===== config.mk =====
export PLATFORM = sky130hd
export DESIGN_NAME = partial_permutation_unrank_flat
export DESIGN_NICKNAME = d
export VERILOG_FILES = /design/src/rtl/ppu_pkg.sv /design/src/rtl/ppu_if.sv /design/src/rtl/partial_permutation_unrank.sv /design/src/rtl/ppu_cell.sv /design/src/rtl/ppu_div.sv /design/src/flat_wrapper.sv
export SDC_FILE = /design/constraint.sdc
export NUM_CORES = 1
export LEC_CHECK = 0
export BUFFER_PORTS_ARGS = -buffer_cell sky130_fd_sc_hd__buf_2
export CAP_MARGIN = 25
export CELL_PAD_IN_SITES_DETAIL_PLACEMENT = 0
export CELL_PAD_IN_SITES_GLOBAL_PLACEMENT = 1
export CORE_MARGIN = 2
export CORE_UTILIZATION = 40
export CTS_CLUSTER_SIZE = 25
export DETAILED_ROUTE_END_ITERATION = 7
export PLACE_DENSITY = 0.73
export RECOVER_POWER = 100
export SLEW_MARGIN = 0
export SYNTH_ARGS = -nofsm -noshare
export SYNTH_HDL_FRONTEND = slang
export SYNTH_SLANG_ARGS = --single-unit

===== constraint.sdc =====
create_clock -name clk -period 8.24 [get_ports clk]
set_input_delay 0.824 -clock clk [delete_from_list [all_inputs] [get_ports clk]]
set_output_delay 0.824 -clock clk [all_outputs]
set_load 0.05 [all_outputs]

===== src/rtl/ppu_pkg.sv =====
// Shared constants and types for the partial permutation unrank block.
// No dependencies; the rtl files other than ppu_if use scoped names, the bench imports it.
`default_nettype none

package ppu_pkg;

    // Largest pool the list cells can hold.
    localparam int MAX_POOL = 16;

    // Fixed field widths of the channels and the config register.
    localparam int SEED_W  = 45;
    localparam int COUNT_W = 5;
    localparam int POOL_W  = 5;
    localparam int OUT_W   = 4;

    // Widths derived from the pool depth.
    localparam int IDX_W   = (MAX_POOL > 1) ? $clog2(MAX_POOL) : 1;
    localparam int CNT_W   = $clog2(MAX_POOL + 1);
    localparam int CMP_W   = (CNT_W > POOL_W) ? CNT_W : POOL_W;
    localparam int STEP_W  = $clog2(SEED_W);

    // Control broadcast to every list cell.
    typedef struct packed {
        logic             load;
        logic             shift;
        logic [IDX_W-1:0] pos;
    } cell_ctl_t;

endpackage

`default_nettype wire


===== src/rtl/ppu_if.sv =====
// Valid/ready channel interfaces for request and result items.
// Depends on nothing but the field widths written out here.
`default_nettype none

interface ppu_req_if;
    logic        valid;
    logic        ready;
    logic [4:0]  pick_count;
    logic [44:0] rank_seed;

    modport source (output valid, output pick_count, output rank_seed, input ready);
    modport sink   (input valid, input pick_count, input rank_seed, output ready);
endinterface

interface ppu_rsp_if;
    logic       valid;
    logic       ready;
    logic [3:0] chosen_index;
    logic       last_pick;
    logic       bad_request;

    modport source (output valid, output chosen_index, output last_pick,
                    output bad_request, input ready);
    modport sink   (input valid, input chosen_index, input last_pick,
                    input bad_request, output ready);
endinterface

`default_nettype wire


===== src/rtl/partial_permutation_unrank.sv =====
// Top level of the k-permutation unranking block: control sequencer, list cells, divider.
// Depends on ppu_pkg, ppu_if, ppu_cell and ppu_div.
`default_nettype none

// A request item carries a pick count and a rank seed; the block answers with one
// result item per pick, drawn in mixed radix from the pool 0 .. pool_size-1: the
// seed modulo the number of indices still left picks a list position, that index
// is emitted and removed, and the seed is divided by the same number. last_pick
// marks the final result of a selection. A pick count of zero or above the pool
// size (pool_size is clamped to MAX_POOL) gives a single result with bad_request
// and last_pick set and index zero. Each pick waits on the restoring divider,
// which retires one quotient bit per cycle; a bad request skips the divider and
// goes straight to the emit state. One request is worked at a time; the next one is
// taken as soon as the last result sits in the output register. Write pool_size
// only while the block is idle; it resets to 16.
module partial_permutation_unrank (
    input  wire logic                        clk,
    input  wire logic                        rst_n,
    ppu_req_if.sink                          req,
    ppu_rsp_if.source                        rsp,
    input  wire logic                        cfg_we,
    input  wire logic [ppu_pkg::POOL_W-1:0]  cfg_data
);

    localparam logic [1:0] ST_IDLE = 2'd0;
    localparam logic [1:0] ST_DIV  = 2'd1;
    localparam logic [1:0] ST_EMIT = 2'd2;

    localparam int IDX_EXT_W = ppu_pkg::IDX_W + ppu_pkg::OUT_W;

    logic [1:0]                   state_reg;
    logic [ppu_pkg::POOL_W-1:0]   pool_size_reg;
    logic [ppu_pkg::CNT_W-1:0]    left_reg;
    logic [ppu_pkg::CNT_W-1:0]    picks_reg;

    // Pending result, held until the output register is free.
    logic [ppu_pkg::OUT_W-1:0]    pend_idx_reg;
    logic                         pend_last_reg;
    logic                         pend_bad_reg;

    // Output register.
    logic                         rsp_valid_reg;
    logic [ppu_pkg::OUT_W-1:0]    rsp_idx_reg;
    logic                         rsp_last_reg;
    logic                         rsp_bad_reg;

    logic                         accept;
    logic                         out_free;
    logic [ppu_pkg::CMP_W-1:0]    pool_ext;
    logic [ppu_pkg::CMP_W-1:0]    eff_pool;
    logic [ppu_pkg::CMP_W-1:0]    count_ext;
    logic                         bad_count;

    ppu_pkg::cell_ctl_t           cell_ctl;
    logic [ppu_pkg::IDX_W-1:0]    cell_val [ppu_pkg::MAX_POOL];
    logic [ppu_pkg::IDX_W-1:0]    cell_nbr [ppu_pkg::MAX_POOL];
    logic [ppu_pkg::IDX_W-1:0]    sel_val;
    logic [IDX_EXT_W-1:0]         sel_ext;

    logic                         div_start;
    logic [ppu_pkg::SEED_W-1:0]   div_dividend;
    logic [ppu_pkg::CNT_W-1:0]    div_divisor;
    logic                         div_done;
    logic [ppu_pkg::SEED_W-1:0]   div_quot;
    logic [ppu_pkg::CNT_W-1:0]    div_rem;

    // ------------------------------------------------------------------
    // Handshake and request check
    // ------------------------------------------------------------------
    assign req.ready = (state_reg == ST_IDLE);
    assign accept    = req.valid && req.ready;
    assign out_free  = !rsp_valid_reg || rsp.ready;

    // Clamp the pool to what the cells can hold.
    assign pool_ext  = ppu_pkg::CMP_W'(pool_size_reg);
    assign eff_pool  = (pool_ext > ppu_pkg::CMP_W'(ppu_pkg::MAX_POOL))
                       ? ppu_pkg::CMP_W'(ppu_pkg::MAX_POOL) : pool_ext;
    assign count_ext = ppu_pkg::CMP_W'(req.pick_count);
    assign bad_count = (count_ext == '0) || (count_ext > eff_pool);

    // ------------------------------------------------------------------
    // List cells: load 0..MAX_POOL-1 on a good request, close the gap
    // at the divider's remainder when a pick completes.
    // ------------------------------------------------------------------
    always_comb
    begin
        cell_ctl.load  = accept && !bad_count;
        cell_ctl.shift = (state_reg == ST_DIV) && div_done;
        cell_ctl.pos   = div_rem[ppu_pkg::IDX_W-1:0];
    end

    for (genvar g = 0; g < ppu_pkg::MAX_POOL; g++)
    begin : g_cell
        if (g == ppu_pkg::MAX_POOL - 1)
        begin : g_tail
            assign cell_nbr[g] = '0;
        end
        else
        begin : g_body
            assign cell_nbr[g] = cell_val[g + 1];
        end

        ppu_cell u_cell (
            .clk      (clk),
            .ctl      (cell_ctl),
            .cell_num (ppu_pkg::IDX_W'(g)),
            .right    (cell_nbr[g]),
            .value    (cell_val[g])
        );
    end

    // Pick the index at the remainder position; mask to the output width.
    assign sel_val = cell_val[cell_ctl.pos];
    assign sel_ext = IDX_EXT_W'(sel_val);

    // ------------------------------------------------------------------
    // Divider: first pick divides the request seed by the pool, later
    // picks divide the previous quotient by what is left.
    // ------------------------------------------------------------------
    assign div_start    = (accept && !bad_count)
                          || ((state_reg == ST_EMIT) && out_free && !pend_last_reg);
    assign div_dividend = (state_reg == ST_IDLE) ? req.rank_seed : div_quot;
    assign div_divisor  = (state_reg == ST_IDLE) ? ppu_pkg::CNT_W'(eff_pool) : left_reg;

    ppu_div u_div (
        .clk       (clk),
        .rst_n     (rst_n),
        .start     (div_start),
        .dividend  (div_dividend),
        .divisor   (div_divisor),
        .done      (div_done),
        .quotient  (div_quot),
        .remainder (div_rem)
    );

    // ------------------------------------------------------------------
    // Sequencer and control registers
    // ------------------------------------------------------------------
    always_ff @(posedge clk or negedge rst_n)
    begin
        if (!rst_n)
        begin
            state_reg     <= ST_IDLE;
            pool_size_reg <= ppu_pkg::POOL_W'(16);
            left_reg      <= '0;
            picks_reg     <= '0;
            rsp_valid_reg <= 1'b0;
        end
        else
        begin
            if (cfg_we)
            begin
                pool_size_reg <= cfg_data;
            end

            unique case (state_reg)
                ST_IDLE:
                begin
                    if (accept)
                    begin
                        left_reg  <= ppu_pkg::CNT_W'(eff_pool);
                        picks_reg <= ppu_pkg::CNT_W'(req.pick_count);
                        state_reg <= bad_count ? ST_EMIT : ST_DIV;
                    end
                end
                ST_DIV:
                begin
                    if (div_done)
                    begin
                        left_reg  <= left_reg - 1'b1;
                        picks_reg <= picks_reg - 1'b1;
                        state_reg <= ST_EMIT;
                    end
                end
                ST_EMIT:
                begin
                    if (out_free)
                    begin
                        state_reg <= pend_last_reg ? ST_IDLE : ST_DIV;
                    end
                end
                default:
                begin
                    state_reg <= ST_IDLE;
                end
            endcase

            // Hold the result until taken; refill from the pending slot.
            if ((state_reg == ST_EMIT) && out_free)
            begin
                rsp_valid_reg <= 1'b1;
            end
            else if (rsp.ready)
            begin
                rsp_valid_reg <= 1'b0;
            end
        end
    end

    // Payload registers need no reset.
    always_ff @(posedge clk)
    begin
        if (accept && bad_count)
        begin
            pend_idx_reg  <= '0;
            pend_last_reg <= 1'b1;
            pend_bad_reg  <= 1'b1;
        end
        else if ((state_reg == ST_DIV) && div_done)
        begin
            pend_idx_reg  <= sel_ext[ppu_pkg::OUT_W-1:0];
            pend_last_reg <= (picks_reg == ppu_pkg::CNT_W'(1));
            pend_bad_reg  <= 1'b0;
        end

        if ((state_reg == ST_EMIT) && out_free)
        begin
            rsp_idx_reg  <= pend_idx_reg;
            rsp_last_reg <= pend_last_reg;
            rsp_bad_reg  <= pend_bad_reg;
        end
    end

    assign rsp.valid        = rsp_valid_reg;
    assign rsp.chosen_index = rsp_idx_reg;
    assign rsp.last_pick    = rsp_last_reg;
    assign rsp.bad_request  = rsp_bad_reg;

`ifndef SYNTHESIS
    // A taken request always leaves idle on the next edge.
    a_accept_leaves_idle: assert property (@(posedge clk) disable iff (!rst_n)
        accept |=> (state_reg != ST_IDLE))
        else $error("request accepted but sequencer stayed idle");

    // While dividing there is at least one pick due and never more than left.
    a_picks_fit: assert property (@(posedge clk) disable iff (!rst_n)
        (state_reg == ST_DIV) |-> ((picks_reg != '0) && (picks_reg <= left_reg)))
        else $error("pick counter out of step with list length");

    // The divider only finishes while a pick is being worked.
    a_done_in_div: assert property (@(posedge clk) disable iff (!rst_n)
        div_done |-> (state_reg == ST_DIV))
        else $error("divider finished outside a pick");

    // A rejected request shows as a lone last result with index zero.
    a_bad_shape: assert property (@(posedge clk) disable iff (!rst_n)
        (rsp_valid_reg && rsp_bad_reg) |-> (rsp_last_reg && (rsp_idx_reg == '0)))
        else $error("bad request result malformed");
`endif

endmodule

`default_nettype wire


===== src/rtl/ppu_cell.sv =====
// One entry of the remaining-index list; takes its right neighbor on removal.
// Depends on ppu_pkg.
`default_nettype none

module ppu_cell (
    input  wire logic                    clk,
    input  wire ppu_pkg::cell_ctl_t      ctl,
    input  wire logic [ppu_pkg::IDX_W-1:0] cell_num,
    input  wire logic [ppu_pkg::IDX_W-1:0] right,
    output      logic [ppu_pkg::IDX_W-1:0] value
);

    logic [ppu_pkg::IDX_W-1:0] value_reg;
    logic [ppu_pkg::IDX_W-1:0] value_next;

    always_comb
    begin
        value_next = value_reg;
        if (ctl.load)
        begin
            value_next = cell_num;
        end
        else if (ctl.shift && (cell_num >= ctl.pos))
        begin
            value_next = right;
        end
    end

    always_ff @(posedge clk)
    begin
        value_reg <= value_next;
    end

    assign value = value_reg;

endmodule

`default_nettype wire


===== src/rtl/ppu_div.sv =====
// Restoring divider, one quotient bit per cycle, small divisor.
// Depends on ppu_pkg.
`default_nettype none

module ppu_div (
    input  wire logic                       clk,
    input  wire logic                       rst_n,
    input  wire logic                       start,
    input  wire logic [ppu_pkg::SEED_W-1:0] dividend,
    input  wire logic [ppu_pkg::CNT_W-1:0]  divisor,
    output      logic                       done,
    output      logic [ppu_pkg::SEED_W-1:0] quotient,
    output      logic [ppu_pkg::CNT_W-1:0]  remainder
);

    logic                       busy_reg;
    logic                       done_reg;
    logic [ppu_pkg::STEP_W-1:0] step_reg;
    logic [ppu_pkg::SEED_W-1:0] dvd_reg;
    logic [ppu_pkg::CNT_W-1:0]  dsr_reg;
    logic [ppu_pkg::CNT_W-1:0]  rem_reg;

    logic [ppu_pkg::CNT_W:0]    rem_sh;
    logic [ppu_pkg::CNT_W:0]    rem_sub;
    logic                       q_bit;
    logic [ppu_pkg::CNT_W-1:0]  rem_next;

    // Bring down the next dividend bit, subtract if it fits.
    always_comb
    begin
        rem_sh  = {rem_reg, dvd_reg[ppu_pkg::SEED_W-1]};
        rem_sub = rem_sh - {1'b0, dsr_reg};
        q_bit   = (rem_sh >= {1'b0, dsr_reg});
        rem_next = q_bit ? rem_sub[ppu_pkg::CNT_W-1:0] : rem_sh[ppu_pkg::CNT_W-1:0];
    end

    always_ff @(posedge clk or negedge rst_n)
    begin
        if (!rst_n)
        begin
            busy_reg <= 1'b0;
            done_reg <= 1'b0;
            step_reg <= '0;
        end
        else
        begin
            done_reg <= 1'b0;
            if (start)
            begin
                busy_reg <= 1'b1;
                step_reg <= ppu_pkg::STEP_W'(ppu_pkg::SEED_W - 1);
            end
            else if (busy_reg)
            begin
                step_reg <= step_reg - 1'b1;
                if (step_reg == '0)
                begin
                    busy_reg <= 1'b0;
                    done_reg <= 1'b1;
                end
            end
        end
    end

    always_ff @(posedge clk)
    begin
        if (start)
        begin
            dvd_reg <= dividend;
            dsr_reg <= divisor;
            rem_reg <= '0;
        end
        else if (busy_reg)
        begin
            dvd_reg <= {dvd_reg[ppu_pkg::SEED_W-2:0], q_bit};
            rem_reg <= rem_next;
        end
    end

    assign done      = done_reg;
    assign quotient  = dvd_reg;
    assign remainder = rem_reg;

endmodule

`default_nettype wire


===== src/flat_wrapper.sv =====
// flat-port wrapper written by rule: the top's interface ports become plain ports
module partial_permutation_unrank_flat 
  (clk, rst_n, cfg_we, cfg_data, req_valid, req_pick_count, req_rank_seed, req_ready, rsp_valid, rsp_chosen_index, rsp_last_pick, rsp_bad_request, rsp_ready);
  ppu_req_if req_i ();
  ppu_rsp_if rsp_i ();
  input  wire logic clk;
  input  wire logic rst_n;
  input  wire logic cfg_we;
  input  wire logic [ppu_pkg::POOL_W-1:0] cfg_data;
  input wire logic [$bits(req_i.valid)-1:0] req_valid;
  input wire logic [$bits(req_i.pick_count)-1:0] req_pick_count;
  input wire logic [$bits(req_i.rank_seed)-1:0] req_rank_seed;
  output wire logic [$bits(req_i.ready)-1:0] req_ready;
  output wire logic [$bits(rsp_i.valid)-1:0] rsp_valid;
  output wire logic [$bits(rsp_i.chosen_index)-1:0] rsp_chosen_index;
  output wire logic [$bits(rsp_i.last_pick)-1:0] rsp_last_pick;
  output wire logic [$bits(rsp_i.bad_request)-1:0] rsp_bad_request;
  input wire logic [$bits(rsp_i.ready)-1:0] rsp_ready;
  assign req_i.valid = req_valid;
  assign req_i.pick_count = req_pick_count;
  assign req_i.rank_seed = req_rank_seed;
  assign req_ready = req_i.ready;
  assign rsp_valid = rsp_i.valid;
  assign rsp_chosen_index = rsp_i.chosen_index;
  assign rsp_last_pick = rsp_i.last_pick;
  assign rsp_bad_request = rsp_i.bad_request;
  assign rsp_i.ready = rsp_ready;
  partial_permutation_unrank u_core (.clk(clk), .rst_n(rst_n), .req(req_i), .rsp(rsp_i), .cfg_we(cfg_we), .cfg_data(cfg_data));
endmodule

==> impl_metrics.csv, run 1 <==
group,metric,value,unit
sta,setup_viol,0,
grt,busiest_layer,"met2",
synthesis,synth_adder_area_share,2.91,%
route,drtPass1Iterations,5,
place,portBuffers,67,
clock_network,cts_tree,"yes",
synthesis,synth_compound_area_share,7.88,%
grt,first_global_vias,4909,
clock_network,clk_latency,0.42,ns
floorplan,ioPinCount,68,
grt,use_met1,22.3,%
worst_setup_path,arrival,4.84,ns
synthesis,synth_area,0.00713,mm2
synthesis,synthSimpleGateAreaFrac,13.5,%
sta,period_needed,4.84,ns
clock_network,post_cts_buffers,0,
finish,drive_gt1_share,17.8,%
outcome,violations,"capacitance limit, slew limit",
grt,grt_overflow,0,
worst_setup_path,crit_chain,"inv_1 -> nand2_1 -> ha_1 -> a21oi_1 -> o21ai_0 -> a211o_1 -> clkbuf_1 -> a21oi_4 -> clkbuf_1",
grt,antenna_found_initial,0,
route,routedWlPerCell,16.1,um
flow_run,timing.max_cap.violations,3,
sta,hold_viol,0,
route,drtIter0Drc,257,
clock_network,clkSinkCount,150,
synthesis,synth-edff-count,56,
worst_setup_path,critPathCaptureType,"flip-flop",
worst_hold_path,hp-class,"flip-flop to flip-flop",
power_and_ir_drop,power.leakage,0.00326,uW
worst_setup_path,path_class,"flip-flop to flip-flop",
synthesis,synth_top_family_by_area,"multiplexers",
route,final_antenna_net_count,0,
grt,grt_use_total,17.1,%
synthesis,synth_seq_cells,150,
worst_setup_path,crit_buf_inv,3,
synthesis,postSynthAreaPerCell,11.4,um2
sta,setup_ws,3.40,ns
sta,maxSlewHeadroom,-56.0,%
outcome,status,"finished with violations",
grt,grt_max_degree,53,
grt,grt_first_pass_wirelength,24.9,mm
route,drcViolationCount,0,
synthesis,syn_nets,703,
finish,area_delta_synth_final,13.7,%
route,via_per_inst,5.20,
grt,grtUsageMet2,27.5,%
power_and_ir_drop,p_per_area,353,mW/mm2
worst_setup_path,cp_max_fo,45,
synthesis,yosysSeqAreaShare,51.8,%
clock_network,clkTransAtPathRegs,0.06,ns
worst_setup_path,cp_slowest_cell,"clkbuf_1",
floorplan,coreArea,0.0174,mm2
floorplan,row_count,48,
finish,final_cell_mix,"nand2_1 (72), dfxtp_1 (68), buf_2 (57)",
route,num_vias,4816,
synthesis,synth_flop_cell,"dfxtp_1",
place,hpwl,9.98,mm
floorplan,die_w,138,um
clock_network,ctsHoldBuffers,0,
worst_setup_path,crit_required,8.24,ns
clock_network,clk_path_buf_depth,2,
synthesis,synth_async_sr_flop_share,17.3,%
floorplan,start_util,41.1,%
sta,finClkSkew,0.00754,ns
clock_network,cts_root_buffer,"clkbuf_16",
synthesis,synthCells,627,
finish,largest_reg_flops,57,
clock_network,ctsResizeCount,0,
worst_setup_path,cpMostUsedCell,"clkbuf_1",
synthesis,synthMuxAreaShare,19.8,%
sta,final_max_slew_viol_count,107,
finish,antenna_cells,0,
route,drt-total-wl,14.9,mm
worst_setup_path,max_stage_delay,1.68,ns
place,dp_slack,4.40,ns
synthesis,ys_warn_count,0,
floorplan,die_h,138,um
worst_setup_path,timing.critical_path.max_delay_family,"buffers and inverters",
clock_network,numCtsBuffers,17,
sta,max_freq,0.206,GHz
grt,use_met3,4.16,%
floorplan,dieArea,0.0189,mm2
clock_network,ctsHtreeMaxLevel,4,
finish,final_common_cell,"nand2_1",
power_and_ir_drop,vdd.ir_drop.worst,0.000207,V
worst_setup_path,cp-start-kind,"flip-flop",
place,gp_congestion,0.802,
sta,setup_tns,0,ns
sta,fin_crit_sh,58.8,%
sta,worst_pin_slew,2.34,ns
finish,num-nets-final,764,
synthesis,yosysUniqueCellTypes,54,
synthesis,synth-xor-area-share,0.491,%
sta,rsz0062_at_grt,"no",
## layer usage
metal / part of all wire, % / vias up
li1: - / 2388
met1: 46 / 2303
met2: 47 / 111
met3: 5.9 / 14
met4: 1.4 / 0
met5: 0 / -
## cell usage after synthesis, types with 3 or more instances
master | n | area [um2]
dfxtp_1 | 68 | 1360
nor3_1 | 11 | 55.1
mux2_4 | 40 | 601
o21a_1 | 3 | 22.5
buf_6 | 6 | 67.6
mux2_2 | 7 | 78.8
o211ai_1 | 6 | 45.0
mux2i_1 | 36 | 360
or3_1 | 4 | 25.0
o22ai_1 | 3 | 18.8
nor2_1 | 51 | 191
nor2b_1 | 6 | 37.5
dfrtp_1 | 25 | 626
and3_1 | 3 | 18.8
nand2_1 | 72 | 270
mux2_1 | 3 | 33.8
edfxtp_1 | 56 | 1680
ha_1 | 15 | 188
xnor2_1 | 3 | 26.3
o21ai_0 | 39 | 195
a211oi_1 | 3 | 22.5
a21oi_1 | 31 | 155
nor4_1 | 3 | 18.8
nand3_1 | 36 | 180
inv_1 | 20 | 75.1
nand2b_1 | 8 | 50.1
mux4_2 | 15 | 338
clkbuf_1 | 18 | 67.6
buf_2 | 7 | 35.0
## power breakdown
group	internal, uW	total, uW	switching, uW	leakage [uW]
Combinational	342	817	474	0.00152
Sequential	1050	1190	141	0.00143
Clock	539	855	315	0.000306
## logic make-up after synthesis
family,count (synthesis)
AO/OA/AOI/OAI,96
XOR/XNOR,4
adder cells (fa/ha/maj),16
buffers and inverters,53
flip-flops,150
multiplexers,101
AND/OR/NAND/NOR,207
## stage by stage
stage,power [uW],instances,hold WS (ns),cell area (um2),utilization [%]
floorplan,1910,627,0.403,7130,-
finish,2870,926,0.433,8110,46.7
global placement,2090,892,0.416,7620,43.9
CTS,3000,924,0.429,8270,47.7
detailed placement,2130,892,0.408,7620,43.9
global route,3060,926,0.447,8110,46.7
## area by class of cell
type	instances	area (um2)
fill	1608	9240
sequential	150	3690
multi-input combinational	424	3030
clock buffer	17	425
timing repair buffer	74	380
tap	225	282
clock inverter	15	225
inverter	21	78.8
## path summary, 6_finish.rpt
check	slack, ns	end	cells after the start	startpoint
max	3.40	u_core.u_div.quotient[40]$_DFFE_PP_	9	u_core.pool_ext[4]$_DFFE_PN1P_
min	0.43	u_core.rsp.bad_request$_DFFE_PP_	0	u_core.pend_bad_reg$_SDFFE_PP1P_
max reg2reg	3.40	u_core.u_div.quotient[40]$_DFFE_PP_	9	u_core.pool_ext[4]$_DFFE_PN1P_
min reg2reg	0.43	u_core.rsp.bad_request$_DFFE_PP_	0	u_core.pend_bad_reg$_SDFFE_PP1P_
max in group asynchronous	6.60	u_core.state_reg[0]$_DFFE_PN0P_	1	rst_n
min in group asynchronous	0.76	u_core.picks_reg[2]$_DFFE_PN0P_	1	rst_n
Power figures use the tool's default switching activity.
==> inputs of run 2 (changes only) <==
==> constraint.sdc (replaced) <==
create_clock -name clk -period 4.82 [get_ports clk]
set_input_delay 0.482 -clock clk [delete_from_list [all_inputs] [get_ports clk]]
set_output_delay 0.482 -clock clk [all_outputs]
set_load 0.05 [all_outputs]
==> run 2 against run 1 <==
- the run now ends clean
- non-clock buffer count rose by 1
- critical path depth is 2 lower
- register-to-register slack worse by 2.4 ns
- via count up 0.73%
- sequential share of layout area grew 0.37 points
- worst hold slack lost 0.15 ns
- sequential cell count unchanged
- clock skew increased by 0.0015 ns
- first-iteration DRC count up 17%
- critical path type unchanged
- critical endpoint is now u_core.u_div.quotient[8]$_DFFE_PP_
- largest cell class unchanged
==> impl_metrics.csv, run 2 (synthesis results as in run 1) <==
group,metric,value,unit
place,dp_slack,1.67,ns
worst_hold_path,hp-class,"input pin to flip-flop",
power_and_ir_drop,p_per_area,592,mW/mm2
sta,period_needed,3.79,ns
finish,area_delta_synth_final,12.8,%
finish,largest_reg_flops,57,
route,drtPass1Iterations,4,
power_and_ir_drop,power.leakage,0.00325,uW
finish,fillers,1630,
grt,antenna_found_initial,0,
floorplan,die_h,138,um
clock_network,clk_latency,0.42,ns
clock_network,ctsResizeCount,0,
worst_setup_path,cp_max_fo,26,
grt,grt_first_pass_wirelength,24.8,mm
worst_setup_path,crit_chain,"inv_1 -> ha_1 -> nand4_1 -> or2_1 -> a211o_1 -> a21oi_4 -> clkbuf_1",
power_and_ir_drop,vdd.ir_drop.worst,0.000285,V
sta,setup_viol,0,
grt,grt_use_total,17.2,%
worst_setup_path,critPathCaptureType,"flip-flop",
floorplan,row_count,48,
place,hpwl,10.5,mm
sta,finClkSkew,0.00907,ns
clock_network,cts_tree,"yes",
route,num_vias,4851,
place,portBuffers,67,
flow_run,timing.max_cap.violations,0,
grt,grt_max_degree,34,
sta,maxSlewHeadroom,4.50,%
sta,max_freq,0.264,GHz
sta,worst_pin_slew,1.43,ns
grt,first_global_vias,4888,
place,gp_congestion,0.813,
outcome,status,"finished, final reports clean",
power_and_ir_drop,power,4770,uW
worst_setup_path,crit_required,4.84,ns
worst_setup_path,max_stage_delay,1.06,ns
finish,final_common_cell,"nand2_1",
clock_network,cts_root_buffer,"clkbuf_16",
worst_setup_path,arrival,3.81,ns
sta,final_max_slew_viol_count,0,
floorplan,start_util,41.1,%
sta,hold_viol,0,
sta,rsz0062_at_grt,"no",
sta,setup_tns,0,ns
finish,final_cell_mix,"nand2_1 (72), dfxtp_1 (68), buf_2 (58)",
worst_setup_path,cp-start-kind,"flip-flop",
floorplan,dieArea,0.0189,mm2
finish,drive_gt1_share,17.5,%
floorplan,coreArea,0.0174,mm2
route,final_antenna_net_count,0,
clock_network,clkTransAtPathRegs,0.07,ns
route,routedWlPerCell,16.3,um
clock_network,clk_path_buf_depth,2,
finish,fin_area,0.00805,mm2
sta,fin_crit_sh,78.6,%
worst_setup_path,ff2ff_setup_slack,1.03,ns
clock_network,ctsHtreeMaxLevel,4,
clock_network,ctsHoldBuffers,0,
clock_network,clkSinkCount,150,
route,drt-total-wl,15.1,mm
route,drtIter0Drc,301,
grt,grt_overflow,0,
route,drcViolationCount,0,
finish,utilization,46.4,%
worst_setup_path,cp_slowest_cell,"clkbuf_1",
place,placed_cell_area,0.00764,mm2
clock_network,numCtsBuffers,17,
route,via_per_inst,5.23,
finish,antenna_cells,0,
sta,setup_ws,1.03,ns
worst_setup_path,path_class,"flip-flop to flip-flop",
clock_network,post_cts_buffers,0,
floorplan,die_w,138,um
finish,num-nets-final,765,
floorplan,ioPinCount,68,
## run 2: cell type report
class	instances	area [um2]	share of cell area, %
clock buffer	17	425	5.29
timing repair buffer	75	365	4.54
tap	225	282	3.50
sequential	150	3690	45.9
multi-input combinational	424	3030	37.7
inverter	21	78.8	0.979
clock inverter	15	168	2.08
## run 2: worst paths after layout
check	end	from	cells past startpoint
setup / recovery	u_core.u_div.quotient[8]$_DFFE_PP_	u_core.pool_ext[4]$_DFFE_PN1P_	7
hold / removal	u_core.pool_ext[4]$_DFFE_PN1P_	cfg_data[4]	3
setup reg to reg	u_core.u_div.quotient[8]$_DFFE_PP_	u_core.pool_ext[4]$_DFFE_PN1P_	7
hold reg to reg	u_core.rsp.bad_request$_DFFE_PP_	u_core.pend_bad_reg$_SDFFE_PP1P_	0
max in group asynchronous	u_core.left_reg[2]$_DFFE_PN0P_	rst_n	1
min in group asynchronous	u_core.picks_reg[3]$_DFFE_PN0P_	rst_n	1
## run 2: layer usage
metal / share of wire, % / track usage, % / wire length, um
met1: 48 / 22.5 / 7270
met2: 46 / 28.2 / 7000
met3: 4.4 / 3.94 / 658
met4: 1.0 / 5.73 / 158
met5: 0 / 0 / 0
## run 2: stage by stage
stage / hold slack [ns] / std cells
floorplan: 0.186 / 627
global placement: 0.417 / 894
detailed placement: 0.420 / 894
CTS: 0.0735 / 926
global route: 0.275 / 927
finish: 0.280 / 927
## run 2: worst max-delay path, delay by kind of cell (launching register included)
kind | cells | cell delay [ns]
and+or+nand+nor | 2 | 0.41
adders and majority gates | 1 | 0.34
buffers and inverters | 2 | 1.18
DFF | 1 | 0.55
AOI/OAI and AO/OA | 2 | 0.89
## run 2: where the power goes
part / internal, uW / switching [uW]
clock: 777 / 557
combinational: 584 / 760
sequential: 1800 / 293
total: 3160 / 1610
